--- src/hdl/led_frame_word_deframer_macros.svh ---
// ----------------------------------------------------------------------------
// led_frame_word_deframer_macros.svh
// Assertion macros used by the deframer core.
// ----------------------------------------------------------------------------
`ifndef LED_FRAME_WORD_DEFRAMER_MACROS_SVH
`define LED_FRAME_WORD_DEFRAMER_MACROS_SVH

// Antecedent implies consequent in the same cycle.
`define LFWD_ASSERT_IMP(label, clk, rst_n, ante, cons, msg) \
    label: assert property (@(posedge clk) disable iff (!(rst_n)) \
        (ante) |-> (cons)) else $error(msg);

// Antecedent implies consequent in the next cycle.
`define LFWD_ASSERT_NEXT(label, clk, rst_n, ante, cons, msg) \
    label: assert property (@(posedge clk) disable iff (!(rst_n)) \
        (ante) |=> (cons)) else $error(msg);

`endif

--- src/hdl/lfwd_pkg.sv ---
// ----------------------------------------------------------------------------
// lfwd_pkg
// Types and constants of the LED frame word deframer.
// ----------------------------------------------------------------------------
package lfwd_pkg;

    // Frame geometry
    localparam int SLOT_COUNT = 2048;
    localparam int BYTE_W     = 8;
    localparam int WORD_W     = 16;
    localparam int IDX_W      = 11;
    // Holds any start slot and the full count itself
    localparam int SLOT_W     = IDX_W + 1;

    localparam logic [IDX_W-1:0]  START_SLOT_RESET = IDX_W'(3 * 3 * 15);
    localparam logic [WORD_W-1:0] END_MARK         = 16'hffff;
    localparam logic [WORD_W-1:0] CLOSE_WORD       = 16'hf0ff;
    localparam logic [WORD_W-1:0] TOP_VALUE        = 16'hff00;
    localparam logic [BYTE_W-1:0] RESYNC_BYTE      = 8'hf0;

    typedef enum logic [0:0] {
        EV_WRITE = 1'b0,
        EV_END   = 1'b1
    } t_event_kind;

    typedef struct packed {
        t_event_kind       kind;
        logic [IDX_W-1:0]  slot_index;
        logic [WORD_W-1:0] slot_value;
        logic              frame_good;
    } t_result;

endpackage

--- src/hdl/lfwd_in_stage.sv ---
// ----------------------------------------------------------------------------
// lfwd_in_stage
// Input register: holds one received byte until the core takes it.
// ----------------------------------------------------------------------------
module lfwd_in_stage (
    input  logic                       i_clk,
    input  logic                       i_rst_n,
    input  logic                       i_in_valid,
    output logic                       o_in_stall,
    input  logic [lfwd_pkg::BYTE_W-1:0] i_rx_byte,
    input  logic                       i_advance,
    output logic                       o_item_valid,
    output logic [lfwd_pkg::BYTE_W-1:0] o_item_byte
);
    import lfwd_pkg::*;

    logic              r_valid;
    logic              n_valid;
    logic [BYTE_W-1:0] r_byte;
    logic              accept;

    // Stall only while a held item cannot move on
    assign o_in_stall = r_valid && !i_advance;
    assign accept     = i_in_valid && !o_in_stall;

    always_comb begin
        n_valid = r_valid;
        if (accept) begin
            n_valid = 1'b1;
        end else if (i_advance) begin
            n_valid = 1'b0;
        end
    end

    // Hold valid and byte
    always_ff @(posedge i_clk) begin
        if (!i_rst_n) begin
            r_valid <= 1'b0;
        end else begin
            r_valid <= n_valid;
        end
        if (accept) begin
            r_byte <= i_rx_byte;
        end
    end

    assign o_item_valid = r_valid;
    assign o_item_byte  = r_byte;

endmodule

--- src/hdl/lfwd_core.sv ---
// ----------------------------------------------------------------------------
// lfwd_core
// Frame state and per-byte decode: word pairing, end mark, close and resync.
// ----------------------------------------------------------------------------
`include "led_frame_word_deframer_macros.svh"

module lfwd_core (
    input  logic                        i_clk,
    input  logic                        i_rst_n,
    input  logic [lfwd_pkg::IDX_W-1:0]  i_start_slot,
    input  logic                        i_item_valid,
    input  logic [lfwd_pkg::BYTE_W-1:0] i_item_byte,
    input  logic                        i_out_free,
    output logic                        o_fire,
    output logic                        o_result_valid,
    output lfwd_pkg::t_result           o_result
);
    import lfwd_pkg::*;

    logic              r_high_pending, n_high_pending;
    logic [BYTE_W-1:0] r_held_low,     n_held_low;
    logic [SLOT_W-1:0] r_write_slot,   n_write_slot;
    logic              r_end_seen,     n_end_seen;
    logic              r_good,         n_good;

    logic              has_result;
    t_result           result;
    logic [WORD_W-1:0] word;
    logic              good_after;
    logic              new_frame;

    assign word = {i_item_byte, r_held_low};

    // Decode the byte against the frame state
    always_comb begin
        has_result         = 1'b0;
        new_frame          = 1'b0;
        result.kind        = EV_WRITE;
        result.slot_index  = '0;
        result.slot_value  = '0;
        result.frame_good  = 1'b0;
        good_after         = r_good;
        n_high_pending     = r_high_pending;
        n_held_low         = r_held_low;
        n_write_slot       = r_write_slot;
        n_end_seen         = r_end_seen;
        n_good             = r_good;

        if (!r_high_pending) begin
            if (r_end_seen && i_item_byte == RESYNC_BYTE) begin
                has_result        = 1'b1;
                new_frame         = 1'b1;
                result.kind       = EV_END;
                result.frame_good = 1'b0;
            end else begin
                n_held_low     = i_item_byte;
                n_high_pending = 1'b1;
            end
        end else begin
            n_high_pending = 1'b0;
            if (word == END_MARK) begin
                n_good     = !r_end_seen;
                n_end_seen = 1'b1;
            end else if (r_end_seen && word == CLOSE_WORD) begin
                has_result        = 1'b1;
                new_frame         = 1'b1;
                result.kind       = EV_END;
                result.frame_good = r_good;
            end else begin
                // Spoil on a stray word after the end mark or an oversized value
                good_after = r_good && !r_end_seen && (word <= TOP_VALUE);
                n_good     = good_after;
                if (good_after && r_write_slot < SLOT_W'(SLOT_COUNT)) begin
                    has_result        = 1'b1;
                    result.kind       = EV_WRITE;
                    result.slot_index = r_write_slot[IDX_W-1:0];
                    result.slot_value = word;
                    n_write_slot      = r_write_slot + SLOT_W'(1);
                end
            end
        end

        // Restore frame state after each frame end
        if (new_frame) begin
            n_high_pending = 1'b0;
            n_held_low     = '0;
            n_write_slot   = {1'b0, i_start_slot};
            n_end_seen     = 1'b0;
            n_good         = 1'b1;
        end
    end

    // Advance when the result slot is free or no result is due
    assign o_fire         = i_item_valid && (i_out_free || !has_result);
    assign o_result_valid = o_fire && has_result;
    assign o_result       = result;

    always_ff @(posedge i_clk) begin
        if (!i_rst_n) begin
            r_high_pending <= 1'b0;
            r_held_low     <= '0;
            r_write_slot   <= {1'b0, START_SLOT_RESET};
            r_end_seen     <= 1'b0;
            r_good         <= 1'b1;
        end else if (o_fire) begin
            r_high_pending <= n_high_pending;
            r_held_low     <= n_held_low;
            r_write_slot   <= n_write_slot;
            r_end_seen     <= n_end_seen;
            r_good         <= n_good;
        end
    end

    `LFWD_ASSERT_NEXT(a_end_restores, i_clk, i_rst_n, o_result_valid && result.kind == EV_END, !r_end_seen && r_good && !r_high_pending, "frame state not restored after frame end")
    `LFWD_ASSERT_IMP(a_write_in_range, i_clk, i_rst_n, o_result_valid && result.kind == EV_WRITE, r_write_slot < SLOT_W'(SLOT_COUNT) && word <= TOP_VALUE && r_good && !r_end_seen, "value write outside frame rules")
    `LFWD_ASSERT_NEXT(a_slot_step, i_clk, i_rst_n, o_result_valid && result.kind == EV_WRITE, r_write_slot == $past(r_write_slot) + SLOT_W'(1), "write slot did not advance by one")
    `LFWD_ASSERT_IMP(a_no_result_low, i_clk, i_rst_n, o_result_valid && !r_high_pending, result.kind == EV_END && !result.frame_good, "low byte gave a result other than resync")

endmodule

--- src/hdl/lfwd_out_stage.sv ---
// ----------------------------------------------------------------------------
// lfwd_out_stage
// Result register: holds one result item until the receiver takes it.
// ----------------------------------------------------------------------------
module lfwd_out_stage (
    input  logic                        i_clk,
    input  logic                        i_rst_n,
    input  logic                        i_load,
    input  lfwd_pkg::t_result           i_result,
    output logic                        o_free,
    output logic                        o_out_valid,
    input  logic                        i_out_stall,
    output logic                        o_event_kind,
    output logic [lfwd_pkg::IDX_W-1:0]  o_slot_index,
    output logic [lfwd_pkg::WORD_W-1:0] o_slot_value,
    output logic                        o_frame_good
);
    import lfwd_pkg::*;

    logic    r_valid;
    logic    n_valid;
    t_result r_result;

    // Free when empty or when the held item leaves this cycle
    assign o_free = !r_valid || !i_out_stall;

    always_comb begin
        n_valid = r_valid;
        if (i_load) begin
            n_valid = 1'b1;
        end else if (r_valid && !i_out_stall) begin
            n_valid = 1'b0;
        end
    end

    always_ff @(posedge i_clk) begin
        if (!i_rst_n) begin
            r_valid <= 1'b0;
        end else begin
            r_valid <= n_valid;
        end
        if (i_load) begin
            r_result <= i_result;
        end
    end

    assign o_out_valid  = r_valid;
    assign o_event_kind = r_result.kind;
    assign o_slot_index = r_result.slot_index;
    assign o_slot_value = r_result.slot_value;
    assign o_frame_good = r_result.frame_good;

endmodule

--- src/hdl/led_frame_word_deframer.sv ---
// ----------------------------------------------------------------------------
// led_frame_word_deframer
// Pairs received bytes into little-endian words and turns them into slot
// writes and frame end reports.
//
//   channel  direction  handshake               payload
//   in       input      i_in_valid/o_in_stall   i_rx_byte
//   out      output     o_out_valid/i_out_stall event_kind, slot_index,
//                                               slot_value, frame_good
//   cfg      input      i_cfg_valid/o_cfg_ready i_cfg_start_slot
//
// One byte per cycle while no result is blocked; a byte passes the input
// register, then decode into the result register.
// Reset (synchronous, active low) empties both registers, sets the start
// slot to 135 and opens a fresh frame.
// A stalled result blocks only a byte that would make a result; bytes that
// make none keep flowing. A start slot write applies from the next frame.
// ----------------------------------------------------------------------------
module led_frame_word_deframer (
    input  logic                        i_clk,
    input  logic                        i_rst_n,
    input  logic                        i_in_valid,
    output logic                        o_in_stall,
    input  logic [lfwd_pkg::BYTE_W-1:0] i_rx_byte,
    output logic                        o_out_valid,
    input  logic                        i_out_stall,
    output logic                        o_event_kind,
    output logic [lfwd_pkg::IDX_W-1:0]  o_slot_index,
    output logic [lfwd_pkg::WORD_W-1:0] o_slot_value,
    output logic                        o_frame_good,
    input  logic                        i_cfg_valid,
    output logic                        o_cfg_ready,
    input  logic [lfwd_pkg::IDX_W-1:0]  i_cfg_start_slot
);
    import lfwd_pkg::*;

    logic [IDX_W-1:0]  r_start_slot;
    logic              item_valid;
    logic [BYTE_W-1:0] item_byte;
    logic              fire;
    logic              out_free;
    logic              result_valid;
    t_result           result;

    // Take configuration at any time
    assign o_cfg_ready = 1'b1;

    always_ff @(posedge i_clk) begin
        if (!i_rst_n) begin
            r_start_slot <= START_SLOT_RESET;
        end else if (i_cfg_valid && o_cfg_ready) begin
            r_start_slot <= i_cfg_start_slot;
        end
    end

    lfwd_in_stage u_in_stage (
        .i_clk        (i_clk),
        .i_rst_n      (i_rst_n),
        .i_in_valid   (i_in_valid),
        .o_in_stall   (o_in_stall),
        .i_rx_byte    (i_rx_byte),
        .i_advance    (fire),
        .o_item_valid (item_valid),
        .o_item_byte  (item_byte)
    );

    lfwd_core u_core (
        .i_clk          (i_clk),
        .i_rst_n        (i_rst_n),
        .i_start_slot   (r_start_slot),
        .i_item_valid   (item_valid),
        .i_item_byte    (item_byte),
        .i_out_free     (out_free),
        .o_fire         (fire),
        .o_result_valid (result_valid),
        .o_result       (result)
    );

    lfwd_out_stage u_out_stage (
        .i_clk        (i_clk),
        .i_rst_n      (i_rst_n),
        .i_load       (result_valid),
        .i_result     (result),
        .o_free       (out_free),
        .o_out_valid  (o_out_valid),
        .i_out_stall  (i_out_stall),
        .o_event_kind (o_event_kind),
        .o_slot_index (o_slot_index),
        .o_slot_value (o_slot_value),
        .o_frame_good (o_frame_good)
    );

endmodule

--- config.mk ---
export PLATFORM = sky130hd
export DESIGN_NAME = led_frame_word_deframer
export DESIGN_NICKNAME = d
export VERILOG_FILES = /design/src/hdl/lfwd_pkg.sv /design/src/hdl/lfwd_in_stage.sv /design/src/hdl/lfwd_core.sv /design/src/hdl/lfwd_out_stage.sv /design/src/hdl/led_frame_word_deframer.sv
export VERILOG_INCLUDE_DIRS = /design/src /design/src/hdl
export SDC_FILE = /design/constraint.sdc
export NUM_CORES = 1
export LEC_CHECK = 0
export BUFFER_PORTS_ARGS = -buffer_cell sky130_fd_sc_hd__clkbuf_2
export CELL_PAD_IN_SITES_DETAIL_PLACEMENT = 1
export CELL_PAD_IN_SITES_GLOBAL_PLACEMENT = 1
export CORE_AREA = 2 2 89 91
export DETAILED_ROUTE_END_ITERATION = 8
export DIE_AREA = 0 0 91 93
export GPL_TIMING_DRIVEN = 0
export PLACE_DENSITY = 0.78
export REMOVE_ABC_BUFFERS = 1
export SLEW_MARGIN = 40
export SYNTH_ARGS = -nofsm -noshare
export SYNTH_HDL_FRONTEND = slang
export SYNTH_SLANG_ARGS = --single-unit
--- constraint.sdc ---
create_clock -name i_clk -period 3.7 [get_ports i_clk]
set_input_delay 0.37 -clock i_clk [delete_from_list [all_inputs] [get_ports i_clk]]
set_output_delay 0.37 -clock i_clk [all_outputs]
set_load 0.02 [all_outputs]
### Word level (Yosys, flattened, before mapping)

Cells that the tools add are included.

| word-level totals | value |
|---|---|
| input bits | 24 |
| word-level logic and storage cells | 92 |
| flip-flop bits (word level) | 73 |
| output and inout port bits | 32 |

| operators by class | value |
|---|---|
| reductions and logical operators | 29 |
| bitwise logic cells | 3 |
| mux-type cells | 36 |
| equal/unequal tests | 8 |
| $lt $le $gt $ge | 2 |
| $add $sub $neg | 1 |

Operators with widths:

| kind | count |
|---|---|
| $mux W12 | 5 |
| $mux W27 | 2 |
| $eq A16 B16 Y1 const B | 2 |
| $mux W29 | 1 |
| $mux W1 | 25 |
| $mux W8 | 3 |
| $le A16 B16 Y1 const B | 1 |
| $add A12 B1 Y12 const B | 1 |
| $lt A12 B12 Y1 const B | 1 |
| $logic_and A1 B1 Y1 | 10 |
| $reduce_bool A2 Y1 | 5 |
| $reduce_and A3 Y1 | 3 |
| $eq A8 B8 Y1 const B | 1 |
| $logic_not A1 Y1 | 6 |
| $ne A2 B1 Y1 const B | 3 |
| $reduce_and A5 Y1 | 1 |
| $reduce_or A4 Y1 | 1 |
| $ne A3 B1 Y1 const B | 1 |
| $not A1 Y1 | 3 |
| $reduce_or A3 Y1 | 1 |
| $logic_or A1 B1 Y1 | 2 |
| $ne A2 B2 Y1 const B | 1 |

### Depth between registers and ports, before layout

Gate-level depths: netlist of run 1.

| logic depth | value |
|---|---|
| word-level depth | 16 |
| gate-level depth with buffers | 8 |
| mapped depth without buffers | 7 |

### Hierarchy

From an unflattened synthesis of run 1, not the netlist that was laid out.

| unflattened totals | value |
|---|---|
| cells, all modules | 296 |
| area total of the unflattened synthesis | 3378.2 µm² |

By module, submodules not included:

| module | instances | cells each | area each (µm²) | sequential area each (µm²) |
|---|---|---|---|---|
| lfwd_core | 1 | 214 | 1769.2 | 460.4 |
| lfwd_out_stage | 1 | 33 | 905.9 | 890.9 |
| led_frame_word_deframer | 1 | 37 | 415.4 | 220.2 |
| lfwd_in_stage | 1 | 12 | 287.8 | 260.2 |

### Least setup slack after synthesis of run 1

No wires, ideal clock.

| path | value |
|---|---|
| path type | reg-to-reg |
| start point | register u_in_stage.r_byte[0], in the netlist u_in_stage.o_item_byte[0] |
| end point | register u_core.r_write_slot[3] |
| period minus slack after synthesis | 2.576 ns |
| stages on the path, launching flop included | 8 |
| setup slack | 1.124 ns |
| path buffers | 1 |
| arrival time | 2.501 ns |
| cells stage by stage | edfxtp_1 or4b_1 nor3_2 a21bo_1 buf_2 a21oi_4 nand2_1 o22ai_1 |

| between the ends | value |
|---|---|
| cells in the longest elaborated chain, start to end | 11 |

RTL lines:

| item | RTL line | RTL |
|---|---|---|
| from (decl) | lfwd_in_stage.sv:19 | `logic [BYTE_W-1:0] r_byte;` |
| from (signal assigned) | lfwd_in_stage.sv:43 | `r_byte <= i_rx_byte;` |
| $le A16 B16 Y1 | lfwd_core.sv:71 | `good_after = r_good && !r_end_seen && (word <= TOP_VALUE);` |
| $logic_and A1 B1 Y1 | lfwd_core.sv:71 |  |
| $logic_and A1 B1 Y1 | lfwd_core.sv:73 | `if (good_after && r_write_slot < SLOT_W'(SLOT_COUNT)) begin` |
| $mux W1 | lfwd_core.sv:73 |  |
| $mux W1 | lfwd_core.sv:64 | `end else if (r_end_seen && word == CLOSE_WORD) begin` |
| $mux W1 | lfwd_core.sv:61 | `if (word == END_MARK) begin` |
| $mux W1 | lfwd_core.sv:49 | `if (!r_high_pending) begin` |
| $logic_not A1 Y1 | lfwd_core.sv:94 | `assign o_fire = i_item_valid && (i_out_free \|\| !has_result);` |
| $logic_or A1 B1 Y1 | lfwd_core.sv:94 |  |
| $logic_and A1 B1 Y1 | lfwd_core.sv:94 |  |
| $reduce_and A5 Y1 (no source line) | - |  |
| to (signal assigned) | lfwd_core.sv:102 | `r_write_slot <= {1'b0, START_SLOT_RESET};` |
| to (signal assigned) | lfwd_core.sv:108 | `r_write_slot <= n_write_slot;` |
| to (decl) | lfwd_core.sv:22 | `logic [SLOT_W-1:0] r_write_slot, n_write_slot;` |

Parallel ways exist; a longest one is shown, timed or not.
A chain may end at the register's enable or synchronous reset.

### Final worst setup path of run 1

| path | value |
|---|---|
| start point | register u_in_stage.r_byte[3], in the netlist u_in_stage.o_item_byte[3] |
| end point | output port o_in_stall |

| between the ends | value |
|---|---|
| cells in the longest elaborated chain, start to end | 12 |

RTL lines:

| item | RTL line | RTL |
|---|---|---|
| $le A16 B16 Y1 | lfwd_core.sv:71 |  |
| $logic_and A1 B1 Y1 | lfwd_core.sv:71 |  |
| $logic_and A1 B1 Y1 | lfwd_core.sv:73 |  |
| $mux W1 | lfwd_core.sv:73 |  |
| $mux W1 | lfwd_core.sv:64 |  |
| $mux W1 | lfwd_core.sv:61 |  |
| $mux W1 (*) | lfwd_core.sv:49 |  |
| $logic_not A1 Y1 (*) | lfwd_core.sv:94 |  |
| $logic_or A1 B1 Y1 (*) | lfwd_core.sv:94 |  |
| $logic_and A1 B1 Y1 (*) | lfwd_core.sv:94 |  |
| $logic_not A1 Y1 (*) | lfwd_in_stage.sv:23 | `assign o_in_stall = r_valid && !i_advance;` |
| $logic_and A1 B1 Y1 (*) | lfwd_in_stage.sv:23 |  |
| to (decl) | led_frame_word_deframer.sv:23 | `output logic o_in_stall,` |

Mark *: on every way between the ends. The rest lies on a longest branch, timed or not.

==> metrics.yaml, run 1 <==
status: "completed"
clk_path_buf_depth: 2
dr.pass1.iters: 4
num_vias: 2316
dp_slack_ns: 0.6625
max-vdd-ir-drop_v: 0.0001889
grt_setup_unrepaired: "no"
grt.busiest_layer: "met2"
post-route-drc-count: 0
syn_inst: 287
gp_congestion: 0.7698
grt_pass1_vias: 2339
post-cts-setup-buffers: 0
finalCritPeriodShare_pct: 82.36
critPathRequiredTime_ns: 3.33
synth_area_mm2: 0.003168
start_util_pct: 42.09
grt_pass1_wl_um: 11830
worst_pin_slew_ns: 0.7543
synth_flop_cell: "edfxtp_1"
grt.overflow.total: 0
slew_headroom_pct: 49.16
nNetsFinal: 368
hold_viol: 0
antennaDiodeCount: 0
r2r_slack_ns: 0.80
synth_warnings: 0
final_cell_mix: "clkbuf_2, edfxtp_1, dfxtp_1"
cts_resized: 0
synth-edff-count: 37
holdCritPathClass: "in2reg"
timing.rr.end: "u_out_stage.o_slot_index[7]"
crit_path_end_kind: "primary output"
routed_wirelength_um: 7027
grt_max_degree: 34
critPathArrivalTime_ns: 2.68
hp-start: "i_rx_byte[7]"
path_class: "reg2out"
syn2layout_area_growth_pct: 20.34
ios: 56
antenna_left: 0
grt_use_met1_pct: 23.72
clock_skew_ns: 0.008316
clk_pin_slew_worst_paths_ns: 0.08
period_needed_ns: 3.047
ys_ff_latch: 73
die_x_um: 91
power.density_mw_per_mm2: 465.0
h-tree-depth: 3
ys_seq_area_share_pct: 57.82
whs_endpoint: "u_in_stage.o_item_byte[7]"
grt_usage_pct: 17.88
maxCapViolCount: 0
clockRootBuffer: "clkbuf_8"
fmax_mhz: 328.2
avgSynthCellArea_um2: 11.04
hold_path_depth: 1
numPortBuffers: 54
clkLatencyLatePin_ns: 0.35
rr_worst_depth: 6
cp-start-kind: "flip-flop"
path_max_fanout: 14
routed_via_density: 5.147
synth-async-reset-ratio_pct: 0
row_count: 32
reg2reg_from: "u_in_stage.o_item_byte[0]"
hold_buffers: 0
slew_violations: 0
drtIter0Drc: 75
setup_viol: 0
layout-drive-gt1-share_pct: 24.71
layout_setup_ws_ns: 0.6527
p_leak_uw: 0.001490
die_h_um: 93
die-area_mm2: 0.008463
final_common_cell: "clkbuf_2"
routedWlPerCell_um: 15.62
cts_tree: "yes"
timing.setup.tns_ns: 0
numCtsBuffers: 9
core_mm2: 0.007527
cts.sinks: 73
synth_cell_type_count: 51
grt_use_met3_pct: 4.190
use_met2_pct: 28.21
antenna_found_initial: 0
dp_hpwl_um: 5035
[stage by stage]
stage | util (%) | hold slack [ns] | total power, µW | instances | cell area (µm²)
2_1_floorplan | - | 0.4319 | 978.3 | 274 | 3104
3_3_place_gp | 46.53 | 0.4590 | 1021 | 430 | 3502
3_5_place_dp | 47.39 | 0.4576 | 1033 | 434 | 3567
4_1_cts | 50.62 | 0.1757 | 1788 | 450 | 3810
5_1_grt | 50.65 | 0.1780 | 1842 | 450 | 3812
6_report | 50.65 | 0.1890 | 1773 | 450 | 3812
[worst max-delay path, cell delays in order, from the launching register on]
cell and delay, ns:
edfxtp_1 0.49, nand4_2 0.18, or3b_4 0.44, a211oi_4 0.63, o21bai_4 0.15, nor2_1 0.22
clkbuf_2 0.21
[cell type report]
| type | instances | area [µm²] |
|---|---|---|
| inverters | 8 | 30.03 |
| clock inverters | 6 | 115.1 |
| flip-flops and latches | 73 | 1832 |
| fillers | 864 | 3715 |
| well taps | 102 | 127.6 |
| clock buffers | 10 | 127.6 |
| repair buffers | 58 | 322.8 |
| multi-input cells | 193 | 1257 |
[cell usage after synthesis (4+ instances only)]
cell type / number / share of area (%)
nor4_1: 5 / 0.99
dfxtp_1: 36 / 23
a21oi_1: 17 / 2.7
nand2_1: 33 / 3.9
nor3_1: 4 / 0.63
inv_1: 7 / 0.83
o21ai_0: 4 / 0.63
nor2_1: 17 / 2.0
and2_1: 25 / 4.9
o22ai_1: 4 / 0.79
clkbuf_1: 7 / 0.83
mux2i_1: 20 / 6.3
nand4_1: 4 / 0.79
nand3_1: 11 / 1.7
and3_1: 7 / 1.4
edfxtp_1: 37 / 35
[layer usage]
metal,vias up,routed length (µm)
met4,0,119
met1,1116,3308
met5,-,0
met2,41,3325
met3,8,274
li1,1151,-
[where the power goes]
group	switching (µW)	internal (µW)
logic	64.6	47.0
registers	26.8	875
clock network	308	451
[how the worst max path moves through the flow]
stage,startpoint,endpoint,slack (ns),cells after the start
final,u_in_stage.o_item_byte[3],o_in_stall,0.65,6
after global routing,u_in_stage.o_item_byte[2],o_in_stall,0.51,6
after CTS,u_in_stage.o_item_byte[4],u_in_stage.o_item_byte[4],0.64,7
after detailed placement,u_in_stage.o_item_byte[4],u_in_stage.o_item_byte[4],0.66,7
after global placement,u_in_stage.o_item_byte[0],u_core.r_write_slot[4],0.44,6
after floorplan,u_in_stage.o_item_byte[0],u_core.r_write_slot[3],1.07,6
[state kept, by name, indices dropped and copies added, names as in the netlist]
name / cells
u_out_stage.o_slot_index: 11
u_out_stage.o_slot_value: 16
u_in_stage.o_item_byte: 8
u_in_stage.o_item_valid: 1
u_core.r_good: 1
u_out_stage.o_out_valid: 1
u_core.r_high_pending: 1
u_core.r_write_slot: 12
u_core.r_end_seen: 1
u_core.r_held_low: 8
u_out_stage.o_frame_good: 1
u_out_stage.o_event_kind: 1
r_start_slot: 11
[logic make-up (layout without fill, tap and decap cells)]
group	Yosys count	count (layout)	synth area share (%)
flops	73	73	57.82
buf+inv	21	82	2.962
compound gates	49	49	11.45
simple gates	122	122	20.93
mux	20	20	6.319
fa+ha+maj	1	1	0.3949
other cells	1	1	0.1184
Power figures use the tool's default switching activity.
==> inputs of run 2 (changes only) <==
- CORE_AREA: 2 2 89 91 -> 2 2 94 96
- DIE_AREA: 0 0 91 93 -> 0 0 96 98
- PLACE_DENSITY: 0.78 -> 0.74
- clock period: 3.7 -> 2.5 ns (I/O delays scaled with it)
==> metrics.yaml, run 2 (synthesis gave the netlist of run 1 again) <==
status: "finished, violations left"
violations: "negative setup slack"
period_needed_ns: 2.585
maxCapViolCount: 0  # unchanged
path_cells: "nor4_1 > a211oi_4 > or3_1 > a21oi_4 > buf_4 > buf_6"
drtIter0Drc: 122  # +63%
power.density_mw_per_mm2: 637.0  # +37%
final_util_pct: 47.50  # -3.1 points
dr.pass1.iters: 4  # unchanged
final_common_cell: "clkbuf_2"
worst_pin_slew_ns: 0.7260  # -0.02834 ns
row_count: 34  # +6.3%
critPathRequiredTime_ns: 2.56  # -0.77 ns
post-route-drc-count: 0  # unchanged
fmax_mhz: 386.8
antenna_found_initial: 0  # unchanged
grt_pass1_wl_um: 12050  # +1.8%
grt_max_degree: 34  # unchanged
ios: 56  # unchanged
clockRootBuffer: "clkbuf_8"
p_int_uw: 1943  # +41%
antennaDiodeCount: 0  # unchanged
power_frac_seq_pct: 52.2  # +1.3 points
start_util_pct: 37.42  # -4.7 points
setup_viol: 29  # +29
cts.sinks: 73  # unchanged
path_class: "reg2reg"
clkLatencyLatePin_ns: 0.35  # about the same
numPortBuffers: 54  # unchanged
die_x_um: 96  # +5.5%
antenna_left: 0  # unchanged
r2r_slack_ns: -0.09  # -0.89 ns
grt_usage_pct: 16.71  # -1.2 points
p_total_uw: 2562  # +45%
critical_path.max_stage_delay_ns: 0.66  # +0.03 ns
cp_slowest_cell: "nor4_1"
clk_pin_slew_worst_paths_ns: 0.08  # about the same
core_mm2: 0.008466  # +12%
numCtsBuffers: 9  # unchanged
finalCritPeriodShare_pct: 103.4
routed_via_density: 5.203  # +1.1%
path_max_fanout: 8  # -6
slew_headroom_pct: 51.15  # +2.0 points
nNetsFinal: 389  # +5.7%
largest_reg_flops: 16  # unchanged
layout_setup_ws_ns: -0.08513  # -0.7378 ns
reg2reg_from: "u_core.r_held_low[7]"
crit_path_end_kind: "flip-flop"
layout-drive-gt1-share_pct: 31.17  # +6.5 points
h-tree-depth: 3  # unchanged
clkPwrFrac_pct: 40.1  # -2.7 points
crit_buf_inv: 2  # +1
clk_path_buf_depth: 2  # unchanged
cts_tree: "yes"
routed_wirelength_um: 8331  # +19%
p_comb_share_pct: 7.7  # +1.4 points
cp-start-kind: "flip-flop"
crit_family: "simple AND/OR/NAND/NOR gates"
num_vias: 2482  # +7.2%
die_h_um: 98  # +5.4%
hold_buffers: 0  # unchanged
slew_violations: 0  # unchanged
grt.overflow.total: 0  # unchanged
critPathArrivalTime_ns: 2.64  # -0.04 ns
startpoint: "u_core.r_held_low[7]"
gp_congestion: 0.8170  # +6.1%
grt_pass1_vias: 2367  # +1.2%
syn2layout_area_growth_pct: 26.94
holdCritPathClass: "in2reg"
max-vdd-ir-drop_v: 0.0002432  # +29%
hold_viol: 0  # unchanged
p_leak_uw: 0.001593  # +6.9%
routedWlPerCell_um: 17.47  # +12%
p_sw_uw: 618.9  # +55%
dp_hpwl_um: 5111  # +1.5%
hp-start: "i_rx_byte[6]"
p_sw_share_pct: 24.16  # +1.6 points
die-area_mm2: 0.009408  # +11%
clock_skew_ns: 0.009055  # +0.0007394 ns
final_cell_mix: "clkbuf_2, edfxtp_1, nand2_1, dfxtp_1, and2_1"
run 2: cell types whose count changed in the layout (fill, tap and decap cells not counted), moves of 2 or more:
cell / previous run / this run
dfxtp_2: 0 / 3
dfxtp_1: 36 / 33
clkinv_2: 0 / 2
buf_8: 2 / 0
buf_4: 0 / 23
run 2: cell type report:
class	instances	area, µm²
repair buffers	79	488.0
fillers	956	4444
clock buffers	9	123.9
well taps	108	135.1
clock inverters	7	95.09
inverters	8	30.03
flip-flops and latches	73	1836
multi-input cells	193	1314
run 2: stage by stage:
| step | worst slack [ns] | instances | TNS, ns | hold slack [ns] | cell area, µm² |
|---|---|---|---|---|---|
| final | -0.08513 | 477 | -2.099 | 0.07178 | 4021 |
| after global routing | -0.2137 | 477 | -6.547 | 0.06725 | 4021 |
| after CTS | -0.1157 | 458 | -0.1157 | 0.05812 | 3836 |
| after detailed placement | -0.3232 | 439 | -9.544 | 0.4293 | 3572 |
| after global placement | -0.7652 | 436 | -31.70 | 0.4292 | 3510 |
| after floorplan | -0.1322 | 274 | -2.032 | 0.3119 | 3104 |
run 2: what timing repair did:
| item | CTS | global route |
|---|---|---|
| resized for setup | 5 | 11 |
| hold endpoints to repair | 0 | 0 |
| buffers inserted | 3 | 19 |
| endpoints found under the setup margin | 57 | 40 |
| pin swaps | 3 | 5 |
run 2: power by group through the flow:
| stage | Sequential (µW) | Combinational [µW] | Clock, µW |
|---|---|---|---|
| after floorplan | 1360 | 90.7 | 0 |
| after global placement | 1360 | 151 | 0 |
| after detailed placement | 1360 | 165 | 0 |
| after CTS | 1340 | 170 | 1040 |
| after global routing | 1340 | 216 | 1090 |
| final | 1340 | 197 | 1030 |
run 2: worst paths after layout:
check,endpoint,cells past startpoint
worst max-delay path,u_out_stage.o_event_kind,6
worst min-delay path,u_in_stage.o_item_byte[6],1
worst max register to register,u_out_stage.o_event_kind,6
worst min register to register,r_start_slot[1],2
run 2: per-layer routing:
metal / wire length, µm / vias to the layer above / track usage [%]
met3: 381 / 9 / 3.009
met2: 4231 / 70 / 26.23
met1: 3587 / 1218 / 22.43
li1: - / 1185 / -
met4: 132 / 0 / 7.253
met5: 0 / - / 0
==> inputs of run 3 (changes only) <==
--- a/config.mk
+++ b/config.mk
@@ -15,4 +15,5 @@
 export GPL_TIMING_DRIVEN = 0
 export PLACE_DENSITY = 0.74
+export RECOVER_POWER = 25
 export REMOVE_ABC_BUFFERS = 1
 export SLEW_MARGIN = 40
==> constraint.sdc (replaced) <==
create_clock -name i_clk -period 2.5 [get_ports i_clk]
set_input_delay 0 -clock i_clk [delete_from_list [all_inputs] [get_ports i_clk]]
set_output_delay 0 -clock i_clk [all_outputs]
set_load 0.02 [all_outputs]
==> metrics.yaml, run 3 (synthesis gave the netlist of run 1 again) <==
critPathRequiredTime_ns: 2.50  # -0.06 ns
critical_path.max_stage_delay_ns: 0.52  # -0.14 ns
num_vias: 2436  # -1.9%
clk_path_buf_depth: 2  # unchanged
crit_path_end_kind: "primary output"
die_x_um: 96  # unchanged
die-area_mm2: 0.009408  # unchanged
crit_family: "simple AND/OR/NAND/NOR gates"
ios: 56  # unchanged
status: "completed"
slew_violations: 0  # unchanged
final_common_cell: "edfxtp_1"
r2r_slack_ns: 0.13  # +0.22 ns
path_cells: "nand4_2 > or3b_4 > a211oi_4 > o21bai_4 > nor2_2 > clkbuf_2"
antennaDiodeCount: 0  # unchanged
cts_tree: "yes"
fmax_mhz: 420.9  # +8.8%
hold_viol: 0  # unchanged
routedWlPerCell_um: 16.14  # -7.6%
path_class: "reg2out"
gp_congestion: 0.8170  # unchanged
power.density_mw_per_mm2: 632.5  # -0.71%
start_util_pct: 37.42  # unchanged
routed_wirelength_um: 7780  # -6.6%
fin_area_mm2: 0.004054  # +0.81%
routed_via_density: 5.054  # -2.9%
dr.pass1.iters: 4  # unchanged
crit_cells: 6  # unchanged
grt_usage_pct: 17.65  # +0.95 points
timing.setup.tns_ns: 0  # +2.099 ns
maxCapViolCount: 0  # unchanged
clockRootBuffer: "clkbuf_8"
h-tree-depth: 3  # unchanged
final_util_pct: 47.89  # +0.38 points
final_cell_mix: "edfxtp_1, dfxtp_1, nand2_1"
grt.overflow.total: 0  # unchanged
setup_viol: 0  # -100%
largest_reg_flops: 16  # unchanged
p_leak_uw: 0.001541  # -3.3%
grt_pass1_wl_um: 12700  # +5.4%
period_needed_ns: 2.376  # -0.2092 ns
clkLatencyLatePin_ns: 0.35  # about the same
nNetsFinal: 394  # +1.3%
finalCritPeriodShare_pct: 95.04  # -8.4 points
layout-drive-gt1-share_pct: 19.25  # -12 points
die_h_um: 98  # unchanged
antenna_left: 0  # unchanged
grt_pass1_vias: 2486  # +5.0%
critPathArrivalTime_ns: 2.38  # -0.26 ns
cts.sinks: 73  # unchanged
drtIter0Drc: 89  # -27%
dp_hpwl_um: 5111  # unchanged
syn2layout_area_growth_pct: 27.96
crit_buf_inv: 1  # -1
numPortBuffers: 54  # unchanged
rr_worst_depth: 6  # unchanged
cp_slowest_cell: "edfxtp_1"
startpoint: "u_in_stage.o_item_byte[3]"
path_max_fanout: 6  # -2
clock_skew_ns: 0.005994  # -0.003062 ns
worst_pin_slew_ns: 0.6939  # -0.03208 ns
clk_pin_slew_worst_paths_ns: 0.08  # about the same
max-vdd-ir-drop_v: 0.0002665  # +9.6%
timing.rr.end: "u_out_stage.o_slot_index[8]"
crit_end: "o_in_stall"
slew_headroom_pct: 53.74  # +2.6 points
numCtsBuffers: 9  # unchanged
place_inst: 439  # unchanged
placed_cell_area_mm2: 0.003572  # unchanged
hp-start: "i_cfg_valid"
holdCritPathClass: "in2reg"
hold_slack_ns: 0.1544  # +0.08263 ns
antenna_found_initial: 0  # unchanged
hold_path_depth: 3  # +2
post-route-drc-count: 0  # unchanged
instances_no_fill: 482  # +1.0%
cp-start-kind: "flip-flop"
row_count: 34  # unchanged
reg2reg_from: "u_in_stage.o_item_byte[0]"
core_mm2: 0.008466  # unchanged
grt_max_degree: 34  # unchanged
## run 3: cell types whose count changed in the layout (fill, tap and decap cells not counted), moves of 3 or more
cell,previous run,this run
buf_4,23,6
clkbuf_1,0,23
clkbuf_2,53,31
dfxtp_1,33,36
dfxtp_2,3,0
dlygate4sd3_1,0,21
## run 3: per-layer routing
| layer | routed length, µm | global-route usage [%] | vias up |
|---|---|---|---|
| li1 | - | - | 1205 |
| met1 | 3519 | 23.40 | 1187 |
| met2 | 3912 | 28.37 | 34 |
| met3 | 208 | 3.009 | 10 |
| met4 | 139 | 7.253 | 0 |
| met5 | 0 | 0 | - |
## run 3: what timing repair did
action,4_1_cts,5_1_grt
buffers inserted,3,3
hold buffers,21,0
setup endpoints to repair,57,40
endpoints found under the hold margin,21,0
gates resized for setup,4,4
gates cloned,0,0
pin swaps,2,2
## run 3: power breakdown
group          switching (µW)  internal, µW  total [µW]
clock                     466           561        1030
combinational             106          95.3         201
sequential               40.6          1290        1340
total                     613          1950        2560
## run 3: worst reg2reg max path: stages (launching register included)
cell      delay (ns)
edfxtp_1        0.47
or4b_1          0.59
nor3_2          0.17
a21bo_4         0.34
a21oi_4         0.19
buf_4           0.17
buf_16          0.15
## run 3: metrics by stage
stage | setup WS, ns | total power (µW)
after floorplan | -0.1322 | 1448
after global placement | -0.7652 | 1511
after detailed placement | -0.3232 | 1527
after CTS | 0.008955 | 2575
after global routing | -0.01037 | 2664
final | 0.1241 | 2564
## run 3: area by class of cell
cell class / instances / area (µm²)
Clock buffer: 9 / 123.9
Clock inverter: 7 / 95.09
Fill cell: 939 / 4412
Inverter: 8 / 30.03
Multi-Input combinational cell: 193 / 1291
Sequential cell: 73 / 1832
Tap cell: 108 / 135.1
Timing Repair Buffer: 84 / 546.8
## run 3: worst min path at each step
| stage | end | slack [ns] |
|---|---|---|
| after global placement | u_in_stage.o_item_byte[0] | 0.18 |
| after global routing | r_start_slot[7] | 0.19 |
| after detailed placement | u_in_stage.o_item_byte[6] | 0.18 |
| after CTS | r_start_slot[7] | 0.15 |
| after floorplan | r_start_slot[0] | 0.06 |
| final | r_start_slot[7] | 0.15 |
